$ cat src/hw/rtl/dscan_pkg.sv
package dscan_pkg;

    localparam int VALUE_BITS_DEF = 32;
    localparam int RESULT_W       = 32;

    localparam int QUEUE_DEPTH = 4;
    localparam int QUEUE_AW    = 2;

    localparam logic [7:0] CHAR_PLUS  = 8'h2B;
    localparam logic [7:0] CHAR_MINUS = 8'h2D;
    localparam logic [7:0] CHAR_ZERO  = 8'h30;
    localparam logic [7:0] CHAR_NINE  = 8'h39;

    localparam logic [1:0] MODE_SEARCH = 2'd0;
    localparam logic [1:0] MODE_SIGN   = 2'd1;
    localparam logic [1:0] MODE_DIGITS = 2'd2;

    typedef struct packed {
        logic [7:0] text_byte;
        logic       is_last;
    } in_t;

    typedef struct packed {
        logic signed [RESULT_W-1:0] value;
        logic                       has_number;
        logic                       overflowed;
        logic                       at_end;
    } out_t;

    // classified byte handed from the front to the back
    typedef struct packed {
        logic       is_digit;
        logic       is_sign;
        logic       is_minus;
        logic [3:0] digit;
        logic       is_last;
    } tok_t;

endpackage

$ cat src/hw/rtl/dscan_front.sv
module dscan_front
(
    input  logic              byte_valid,
    input  dscan_pkg::in_t    byte_data,
    output logic              byte_stall,
    input  logic              full,
    output logic              push,
    output dscan_pkg::tok_t   push_tok
);

    logic is_digit;
    logic is_plus;
    logic is_minus;

    always_comb
    begin
        is_digit = byte_data.text_byte inside {[dscan_pkg::CHAR_ZERO:dscan_pkg::CHAR_NINE]};
        is_plus  = (byte_data.text_byte == dscan_pkg::CHAR_PLUS);
        is_minus = (byte_data.text_byte == dscan_pkg::CHAR_MINUS);
    end

    always_comb
    begin
        push_tok.is_digit = is_digit;
        push_tok.is_sign  = is_plus | is_minus;
        push_tok.is_minus = is_minus;
        push_tok.digit    = is_digit ? byte_data.text_byte[3:0] : 4'd0;
        push_tok.is_last  = byte_data.is_last;
    end

    assign byte_stall = full;
    assign push       = byte_valid & ~full;

endmodule

$ cat src/hw/rtl/dscan_queue.sv
module dscan_queue
(
    input  logic              clk,
    input  logic              rst_n,
    input  logic              push,
    input  dscan_pkg::tok_t   push_tok,
    output logic              full,
    output logic              tok_valid,
    output dscan_pkg::tok_t   tok,
    input  logic              pop
);

    localparam int AW = dscan_pkg::QUEUE_AW;

    dscan_pkg::tok_t entry_reg [dscan_pkg::QUEUE_DEPTH];
    logic [AW-1:0]   wr_ptr_reg;
    logic [AW-1:0]   rd_ptr_reg;
    logic [AW:0]     count_reg;
    logic [AW:0]     count_next;

    assign full      = (count_reg == (AW+1)'(dscan_pkg::QUEUE_DEPTH));
    assign tok_valid = (count_reg != '0);
    assign tok       = entry_reg[rd_ptr_reg];

    always_comb
    begin
        count_next = count_reg;
        if (push && !pop)
        begin
            count_next = count_reg + 1'b1;
        end
        else if (pop && !push)
        begin
            count_next = count_reg - 1'b1;
        end
    end

    always_ff @(posedge clk)
    begin
        if (push)
        begin
            entry_reg[wr_ptr_reg] <= push_tok;
        end
    end

    always_ff @(posedge clk or negedge rst_n)
    begin
        if (!rst_n)
        begin
            wr_ptr_reg <= '0;
            rd_ptr_reg <= '0;
            count_reg  <= '0;
        end
        else
        begin
            if (push)
            begin
                wr_ptr_reg <= wr_ptr_reg + 1'b1;
            end
            if (pop)
            begin
                rd_ptr_reg <= rd_ptr_reg + 1'b1;
            end
            count_reg <= count_next;
        end
    end

    a_no_pop_empty: assert property (@(posedge clk) disable iff (!rst_n)
        pop |-> tok_valid)
        else $error("queue popped while empty");

    a_no_push_full: assert property (@(posedge clk) disable iff (!rst_n)
        push |-> !full)
        else $error("queue pushed while full");

    a_count_bound: assert property (@(posedge clk) disable iff (!rst_n)
        count_reg <= (AW+1)'(dscan_pkg::QUEUE_DEPTH))
        else $error("queue count beyond depth");

endmodule

$ cat src/hw/rtl/dscan_back.sv
module dscan_back
#(
    parameter int VALUE_BITS = dscan_pkg::VALUE_BITS_DEF
)
(
    input  logic              clk,
    input  logic              rst_n,
    input  logic              tok_valid,
    input  dscan_pkg::tok_t   tok,
    output logic              pop,
    output logic              result_valid,
    output dscan_pkg::out_t   result_data,
    input  logic              result_stall
);

    localparam int VB = VALUE_BITS;
    localparam int RW = dscan_pkg::RESULT_W;
    localparam logic [VB-1:0] LIM = {1'b1, {(VB-1){1'b0}}};
    localparam logic [VB-1:0] POS_MAX = {1'b0, {(VB-1){1'b1}}};

    logic [1:0]    mode_reg;
    logic          neg_reg;
    logic [VB-1:0] mag_reg;
    logic          ovf_reg;
    logic          out_valid_reg;
    dscan_pkg::out_t out_data_reg;

    logic [1:0]    mode_next;
    logic          neg_next;
    logic [VB-1:0] mag_next;
    logic          ovf_next;
    logic          emit;
    logic          has;

    logic [VB+3:0] acc;
    logic          over;
    logic [VB-1:0] add_mag;
    logic [VB-1:0] d_ext;

    logic [VB-1:0] sat_v;
    logic          sat_ovf;
    logic [RW-1:0] v_res;
    logic          slot_free;
    logic          fire;
    dscan_pkg::out_t out_next;

    // magnitude * 10 + digit, capped at 2^(VB-1)
    always_comb
    begin
        d_ext   = {{(VB-4){1'b0}}, tok.digit};
        acc     = {1'b0, mag_reg, 3'b000} + {3'b000, mag_reg, 1'b0}
                  + {{VB{1'b0}}, tok.digit};
        over    = (acc > {4'b0000, LIM});
        add_mag = over ? LIM : acc[VB-1:0];
    end

    always_comb
    begin
        mode_next = mode_reg;
        neg_next  = neg_reg;
        mag_next  = mag_reg;
        ovf_next  = ovf_reg;
        emit      = 1'b0;
        has       = 1'b0;
        case (mode_reg)
            dscan_pkg::MODE_DIGITS:
            begin
                if (tok.is_digit)
                begin
                    mag_next = add_mag;
                    ovf_next = ovf_reg | over;
                    emit     = tok.is_last;
                    has      = tok.is_last;
                end
                else
                begin
                    // terminating byte is consumed
                    emit = 1'b1;
                    has  = 1'b1;
                end
            end
            dscan_pkg::MODE_SIGN:
            begin
                if (tok.is_digit)
                begin
                    mode_next = dscan_pkg::MODE_DIGITS;
                    mag_next  = d_ext;
                    ovf_next  = 1'b0;
                end
                else
                begin
                    // drop the sign together with this byte
                    mode_next = dscan_pkg::MODE_SEARCH;
                    neg_next  = 1'b0;
                    mag_next  = '0;
                    ovf_next  = 1'b0;
                end
                emit = tok.is_last;
                has  = tok.is_last & tok.is_digit;
            end
            default:
            begin
                mode_next = dscan_pkg::MODE_SEARCH;
                neg_next  = 1'b0;
                mag_next  = '0;
                ovf_next  = 1'b0;
                if (tok.is_sign)
                begin
                    mode_next = dscan_pkg::MODE_SIGN;
                    neg_next  = tok.is_minus;
                end
                else if (tok.is_digit)
                begin
                    mode_next = dscan_pkg::MODE_DIGITS;
                    mag_next  = d_ext;
                end
                emit = tok.is_last;
                has  = tok.is_last & tok.is_digit;
            end
        endcase
    end

    always_comb
    begin
        if (neg_next)
        begin
            sat_v   = {VB{1'b0}} - mag_next;
            sat_ovf = ovf_next;
        end
        else if (mag_next[VB-1])
        begin
            sat_v   = POS_MAX;
            sat_ovf = 1'b1;
        end
        else
        begin
            sat_v   = mag_next;
            sat_ovf = ovf_next;
        end
    end

    if (VB >= RW)
    begin : g_trunc
        assign v_res = sat_v[RW-1:0];
    end
    else
    begin : g_sext
        assign v_res = {{(RW-VB){sat_v[VB-1]}}, sat_v};
    end

    always_comb
    begin
        out_next.value      = has ? signed'(v_res) : '0;
        out_next.has_number = has;
        out_next.overflowed = has & sat_ovf;
        out_next.at_end     = tok.is_last;
    end

    // a result-free byte never waits on the output slot
    assign slot_free = ~out_valid_reg | ~result_stall;
    assign fire      = tok_valid & (~emit | slot_free);
    assign pop       = fire;

    always_ff @(posedge clk or negedge rst_n)
    begin
        if (!rst_n)
        begin
            mode_reg      <= dscan_pkg::MODE_SEARCH;
            neg_reg       <= 1'b0;
            mag_reg       <= '0;
            ovf_reg       <= 1'b0;
            out_valid_reg <= 1'b0;
        end
        else
        begin
            if (fire)
            begin
                if (emit)
                begin
                    mode_reg <= dscan_pkg::MODE_SEARCH;
                    neg_reg  <= 1'b0;
                    mag_reg  <= '0;
                    ovf_reg  <= 1'b0;
                end
                else
                begin
                    mode_reg <= mode_next;
                    neg_reg  <= neg_next;
                    mag_reg  <= mag_next;
                    ovf_reg  <= ovf_next;
                end
            end
            if (fire && emit)
            begin
                out_valid_reg <= 1'b1;
            end
            else if (!result_stall)
            begin
                out_valid_reg <= 1'b0;
            end
        end
    end

    always_ff @(posedge clk)
    begin
        if (fire && emit)
        begin
            out_data_reg <= out_next;
        end
    end

    assign result_valid = out_valid_reg;
    assign result_data  = out_data_reg;

    a_emit_loads_slot: assert property (@(posedge clk) disable iff (!rst_n)
        fire && emit |=> out_valid_reg && mode_reg == dscan_pkg::MODE_SEARCH)
        else $error("emitted byte did not load result or clear scan state");

    a_mag_capped: assert property (@(posedge clk) disable iff (!rst_n)
        mag_reg <= LIM)
        else $error("magnitude above saturation limit");

    a_empty_result_clean: assert property (@(posedge clk) disable iff (!rst_n)
        out_valid_reg && !out_data_reg.has_number
        |-> out_data_reg.value == '0 && !out_data_reg.overflowed
            && out_data_reg.at_end)
        else $error("result without number carries data");

    a_search_state_clear: assert property (@(posedge clk) disable iff (!rst_n)
        mode_reg == dscan_pkg::MODE_SEARCH |-> mag_reg == '0 && !ovf_reg && !neg_reg)
        else $error("search mode with stale number state");

endmodule

$ cat src/hw/rtl/decimal_integer_scanner.sv
// Decimal integer scanner: pulls signed decimal numbers out of an ASCII stream.
// Byte channel: byte_valid / byte_stall / byte_data (text_byte, is_last).
// Result channel: result_valid / result_stall / result_data (value, has_number,
// overflowed, at_end). A byte transfers when valid is high and stall is low.
// One byte is taken per clock while the queue is not full. Each byte is
// classified on entry and written to a four-entry queue; the scan unit reads
// the queue head and does the multiply-by-ten-add on it, so sustained rate is
// one byte per cycle while no held result blocks the scan unit.
// The byte that ends a number (or the last-marked byte) passes the queue entry
// register, then the scan unit's result register, before result_valid rises.
// Values saturate to the VALUE_BITS signed range and are returned in 32 bits.
// Reset clears the queue, the scan state and the result valid flag.
// While the receiver stalls, the result is held; bytes that make no result
// keep flowing, and byte_stall rises only once the queue has filled.
module decimal_integer_scanner
#(
    parameter int VALUE_BITS = dscan_pkg::VALUE_BITS_DEF
)
(
    input  logic              clk,
    input  logic              rst_n,
    input  logic              byte_valid,
    input  dscan_pkg::in_t    byte_data,
    output logic              byte_stall,
    output logic              result_valid,
    output dscan_pkg::out_t   result_data,
    input  logic              result_stall
);

    logic            full;
    logic            push;
    dscan_pkg::tok_t push_tok;
    logic            tok_valid;
    dscan_pkg::tok_t tok;
    logic            pop;

    dscan_front u_front
    (
        .byte_valid (byte_valid),
        .byte_data  (byte_data),
        .byte_stall (byte_stall),
        .full       (full),
        .push       (push),
        .push_tok   (push_tok)
    );

    dscan_queue u_queue
    (
        .clk       (clk),
        .rst_n     (rst_n),
        .push      (push),
        .push_tok  (push_tok),
        .full      (full),
        .tok_valid (tok_valid),
        .tok       (tok),
        .pop       (pop)
    );

    dscan_back
    #(
        .VALUE_BITS (VALUE_BITS)
    )
    u_back
    (
        .clk          (clk),
        .rst_n        (rst_n),
        .tok_valid    (tok_valid),
        .tok          (tok),
        .pop          (pop),
        .result_valid (result_valid),
        .result_data  (result_data),
        .result_stall (result_stall)
    );

endmodule
$ cat config.mk
export PLATFORM = sky130hd
export DESIGN_NAME = decimal_integer_scanner
export DESIGN_NICKNAME = d
export VERILOG_FILES = /design/src/hw/rtl/dscan_pkg.sv /design/src/hw/rtl/dscan_front.sv /design/src/hw/rtl/dscan_queue.sv /design/src/hw/rtl/dscan_back.sv /design/src/hw/rtl/decimal_integer_scanner.sv
export SDC_FILE = /design/constraint.sdc
export NUM_CORES = 1
export LEC_CHECK = 0
export BUFFER_PORTS_ARGS = -buffer_cell sky130_fd_sc_hd__buf_4
export CORE_MARGIN = 5
export CORE_UTILIZATION = 45
export DETAILED_ROUTE_END_ITERATION = 10
export MAX_ROUTING_LAYER = met4
export PLACE_DENSITY_LB_ADDON = 0.1
export SYNTH_ARGS = -nofsm -noshare
export SYNTH_HDL_FRONTEND = slang
export SYNTH_SLANG_ARGS = --single-unit
$ cat constraint.sdc
create_clock -name clk -period 7.6 [get_ports clk]
set_clock_uncertainty 0.2 [all_clocks]
set_input_delay 1.52 -clock clk [delete_from_list [all_inputs] [get_ports clk]]
set_output_delay 1.52 -clock clk [all_outputs]
set_load 0.005 [all_outputs]
==> results.json <==
{
  "netlist-cell-type-count": 77,
  "core-area_um2": 18600,
  "cts.htree.levels": 3,
  "yosysSeqAreaShare": 0.367,
  "syn-cell-area_um2": 8490,
  "grt.total_usage": 0.235,
  "ioPinCount": 50,
  "path_common_cell": "sky130_fd_sc_hd__ha_1",
  "rr_worst_depth": 23,
  "rrSetupSlack_ps": 550,
  "antenna-diode-count": 0,
  "layout.area.seq_um2": 3110,
  "yosys.area.top_type_share": 0.237,
  "worst_hold_path_type": "reg2reg",
  "cpLargestDelayFamily": "compound AO/OA/AOI/OAI gates",
  "worst_setup_hold_path_clk_slew_ps": 90,
  "worstPathRequired_ps": 7610,
  "synthesized_nets": 1004,
  "swShare": 0.420,
  "synth-seq-cells": 111,
  "route.vias.total": 7378,
  "grt_max_degree": 57,
  "post_route_clock_period_utilization": 0.928,
  "totalWireLength_mm": 24.8,
  "area_of_combinational_cells_with_multiple_inputs_um2": 5170,
  "path_cells": "buf_4 > mux4_2 > ha_1 > ha_1 > inv_1 > fa_1 > nor2b_2 > o2111ai_2 > a211oi_1 > o31ai_1 > and3b_1 > o2111ai_1 > or4_1 > o31a_1 > nor2_1 > a21oi_1 > ha_1 > nand2_1 > a211o_1 > a311oi_1 > nand2_1 > or3_1 > a31oi_1",
  "n_fill_cell": 1807,
  "power_consumption_mw": 2.70,
  "die_y_um": 147,
  "p_comb_frac": 0.481,
  "number_of_instances_in_the_synthesized_netlist": 917,
  "synth-async-reset-ratio": 0.396,
  "avgRoutedWirePerCell_um": 20.8,
  "die_area_um2": 21700,
  "path_buf_inv": 2,
  "seq_power_share": 0.335,
  "worst_setup_path_end_kind": "flip-flop",
  "largest_register_ffs": 35,
  "unrepaired_setup_endpoints_after_global_routing": "false",
  "grt.overflow.total": 0,
  "start_util": 0.456,
  "fin_crit_ps": 7050,
  "floorplan.rows": 50,
  "power.share.clock": 0.184,
  "cap_viol_max_count": 0,
  "grt_antenna_before_repair": 0,
  "post-route-cell-area_um2": 9440,
  "crit_slowest_cell": "sky130_fd_sc_hd__a311oi_1",
  "final_cells": 1191,
  "power_leakage_nw": 4.05,
  "cts_bufs_inserted": 9,
  "first_global_vias": 7243,
  "post-cts-setup-buffers": 0,
  "clkLatencyLatePin_ps": 370,
  "design.final.nets": 1039,
  "drt_first_pass_iters": 5,
  "relSlewSlack": 0.317,
  "placedInstanceArea_um2": 9130,
  "timing.critical_path.arrival_ps": 7060,
  "root_buffer": "sky130_fd_sc_hd__clkbuf_16",
  "post_placement_worst_setup_slack_ps": 665,
  "dr.first_iter.drc_count": 556,
  "finish.utilization": 0.506,
  "dp_cells": 1175,
  "setup_tns_ps": 0,
  "result_of_the_run": "finished clean",
  "prevailing_post_synth_register_cell": "sky130_fd_sc_hd__edfxtp_1",
  "count_of_endpoints_failing_hold_in_the_final_timing_report": 0,
  "slew_violations": 0,
  "layout-drive-gt1-share": 0.130,
  "die_width_um": 147,
  "final_setup_margin_ps": 549,
  "internal-power_mw": 1.57,
  "area_delta_synth_final_pct": 11.1,
  "worst_ir_drop_on_vdd_uv": 204,
  "achievable-frequency_mhz": 142,
  "tritoncts": "done",
  "power.net_switching_mw": 1.13,
  "first_pass_grt_wire_length_mm": 39.6,
  "whs_ps": 287,
  "clock_sink_total": 111,
  "tightestPinTransition_ps": 1020,
  "worstSetupPathDepth": 23,
  "cp-start-kind": "flip-flop",
  "ys.warnings.count": 0,
  "hold_depth": 1,
  "synth_top_area_cell": "sky130_fd_sc_hd__edfxtp_1",
  "globalplace.congestion": 0.922,
  "detail-route-antenna-nets": 0,
  "detailed_place_hpwl_mm": 19.0,
  "remaining_drc_errors": 0,
  "syn-mean-instance-area_um2": 9.26,
  "cpPeakStageDelay_ps": 570,
  "power-per-cell-area_nw_per_um2": 286,
  "synth_enable_flop_cells": 67,
  "io_buffers": 49,
  "critical_path.max_fanout": 9,
  "synth.area.top_cells": "sky130_fd_sc_hd__edfxtp_1 (24%), sky130_fd_sc_hd__dfrtp_1 (13%), sky130_fd_sc_hd__ha_1 (10%), sky130_fd_sc_hd__a21oi_1 (4.1%), sky130_fd_sc_hd__o21ai_0 (4.0%)",
  "critical_setup_path_class": "reg2reg",
  "clock_path_buffers": 2,
  "routed_via_density": 6.19,
  "setup_violating_endpoint_count_in_the_final_report": 0
}
cell usage in the layout, fill, tap and decap left out, types with 10 or more instances in the layout:
cell type / instances
sky130_fd_sc_hd__edfxtp_1: 67
sky130_fd_sc_hd__inv_1: 21
sky130_fd_sc_hd__xnor2_1: 24
sky130_fd_sc_hd__o31ai_1: 11
sky130_fd_sc_hd__a31oi_1: 12
sky130_fd_sc_hd__a21o_1: 10
sky130_fd_sc_hd__a22o_1: 10
sky130_fd_sc_hd__ha_1: 71
sky130_fd_sc_hd__a221oi_1: 11
sky130_fd_sc_hd__buf_4: 64
sky130_fd_sc_hd__a21oi_1: 68
sky130_fd_sc_hd__and2_1: 26
sky130_fd_sc_hd__nand2_1: 88
sky130_fd_sc_hd__a211oi_1: 14
sky130_fd_sc_hd__dfrtp_1: 44
sky130_fd_sc_hd__a22oi_1: 14
sky130_fd_sc_hd__o21a_1: 11
sky130_fd_sc_hd__or3_1: 15
sky130_fd_sc_hd__o21ai_0: 68
sky130_fd_sc_hd__nor3_1: 16
sky130_fd_sc_hd__nand3_1: 47
sky130_fd_sc_hd__xor2_1: 13
sky130_fd_sc_hd__nor2_1: 54
power groups by stage:
stage	Sequential [mW]	Clock, mW	Combinational (mW)
after global routing	0.925	0.527	1.42
after CTS	0.909	0.504	1.30
final	0.905	0.498	1.30
after global placement	0.918	0	1.28
after detailed placement	0.921	0	1.29
after floorplan	0.911	0	0.837
timing repair:
action | CTS | global route
endpoints found under the setup margin | 0 | 1
hold buffers | 0 | 0
gates resized for setup | 0 | 1
hold endpoints to repair | 0 | 0
synthesized netlist by cell type (14+ instances only):
library cell               instances
sky130_fd_sc_hd__ha_1             71
sky130_fd_sc_hd__nor3_1           16
sky130_fd_sc_hd__o21ai_0          68
sky130_fd_sc_hd__clkbuf_1         36
sky130_fd_sc_hd__inv_1            21
sky130_fd_sc_hd__edfxtp_1         67
sky130_fd_sc_hd__nand3_1          47
sky130_fd_sc_hd__xnor2_1          24
sky130_fd_sc_hd__and2_1           26
sky130_fd_sc_hd__or3_1            15
sky130_fd_sc_hd__a21oi_1          69
sky130_fd_sc_hd__dfrtp_1          44
sky130_fd_sc_hd__nand2_1          88
sky130_fd_sc_hd__nor2_1           56
sky130_fd_sc_hd__a22oi_1          14
sky130_fd_sc_hd__a211oi_1         15
path summary, 6_finish.rpt:
kind	startpoint	to
worst max-delay path	u_queue.rd_ptr_reg[0]	u_back.result_data[27]
worst max register to register	u_queue.rd_ptr_reg[0]	u_back.result_data[27]
worst min-delay path	u_queue.count_reg[2]	u_queue.count_reg[2]
worst min register to register	u_queue.count_reg[2]	u_queue.count_reg[2]
min in group asynchronous	rst_n	u_back.mag_reg[9]
max in group asynchronous	rst_n	u_queue.rd_ptr_reg[0]
metal layers:
layer / up-vias / routed length (µm) / part of all wire / global-route usage
met2: 191 / 13000 / 0.52 / 0.419
met4: 0 / 673 / 0.027 / 0.0666
met1: 3567 / 10100 / 0.41 / 0.278
met5: - / 0 / 0 / -
li1: 3580 / - / - / -
met3: 40 / 1050 / 0.042 / 0.0319
area by class of cell:
type                            count  area share
Multi-Input combinational cell    745       0.548
Sequential cell                   111       0.330
Timing Repair Buffer               64      0.0509
Tap cell                          234      0.0310
Clock buffer                        9      0.0239
Clock inverter                      7     0.00835
Inverter                           21     0.00835
worst reg2reg max path, delay by kind of cell (launching register included):
family	cells	cell delay, ps
compound gates	9	2840
simple gates	7	1460
fa+ha+maj	4	1160
mux	1	550
flops	1	370
buf+inv	2	300
cells by family after synthesis:
logic type / share of synthesized area
flip-flops: 0.367
AND/OR/NAND/NOR: 0.189
buffers and inverters: 0.0281
AO/OA/AOI/OAI: 0.238
multiplexers: 0.0289
adder cells (fa/ha/maj): 0.112
XOR/XNOR: 0.0382
Note: power is estimated with default switching activity, not from simulation.
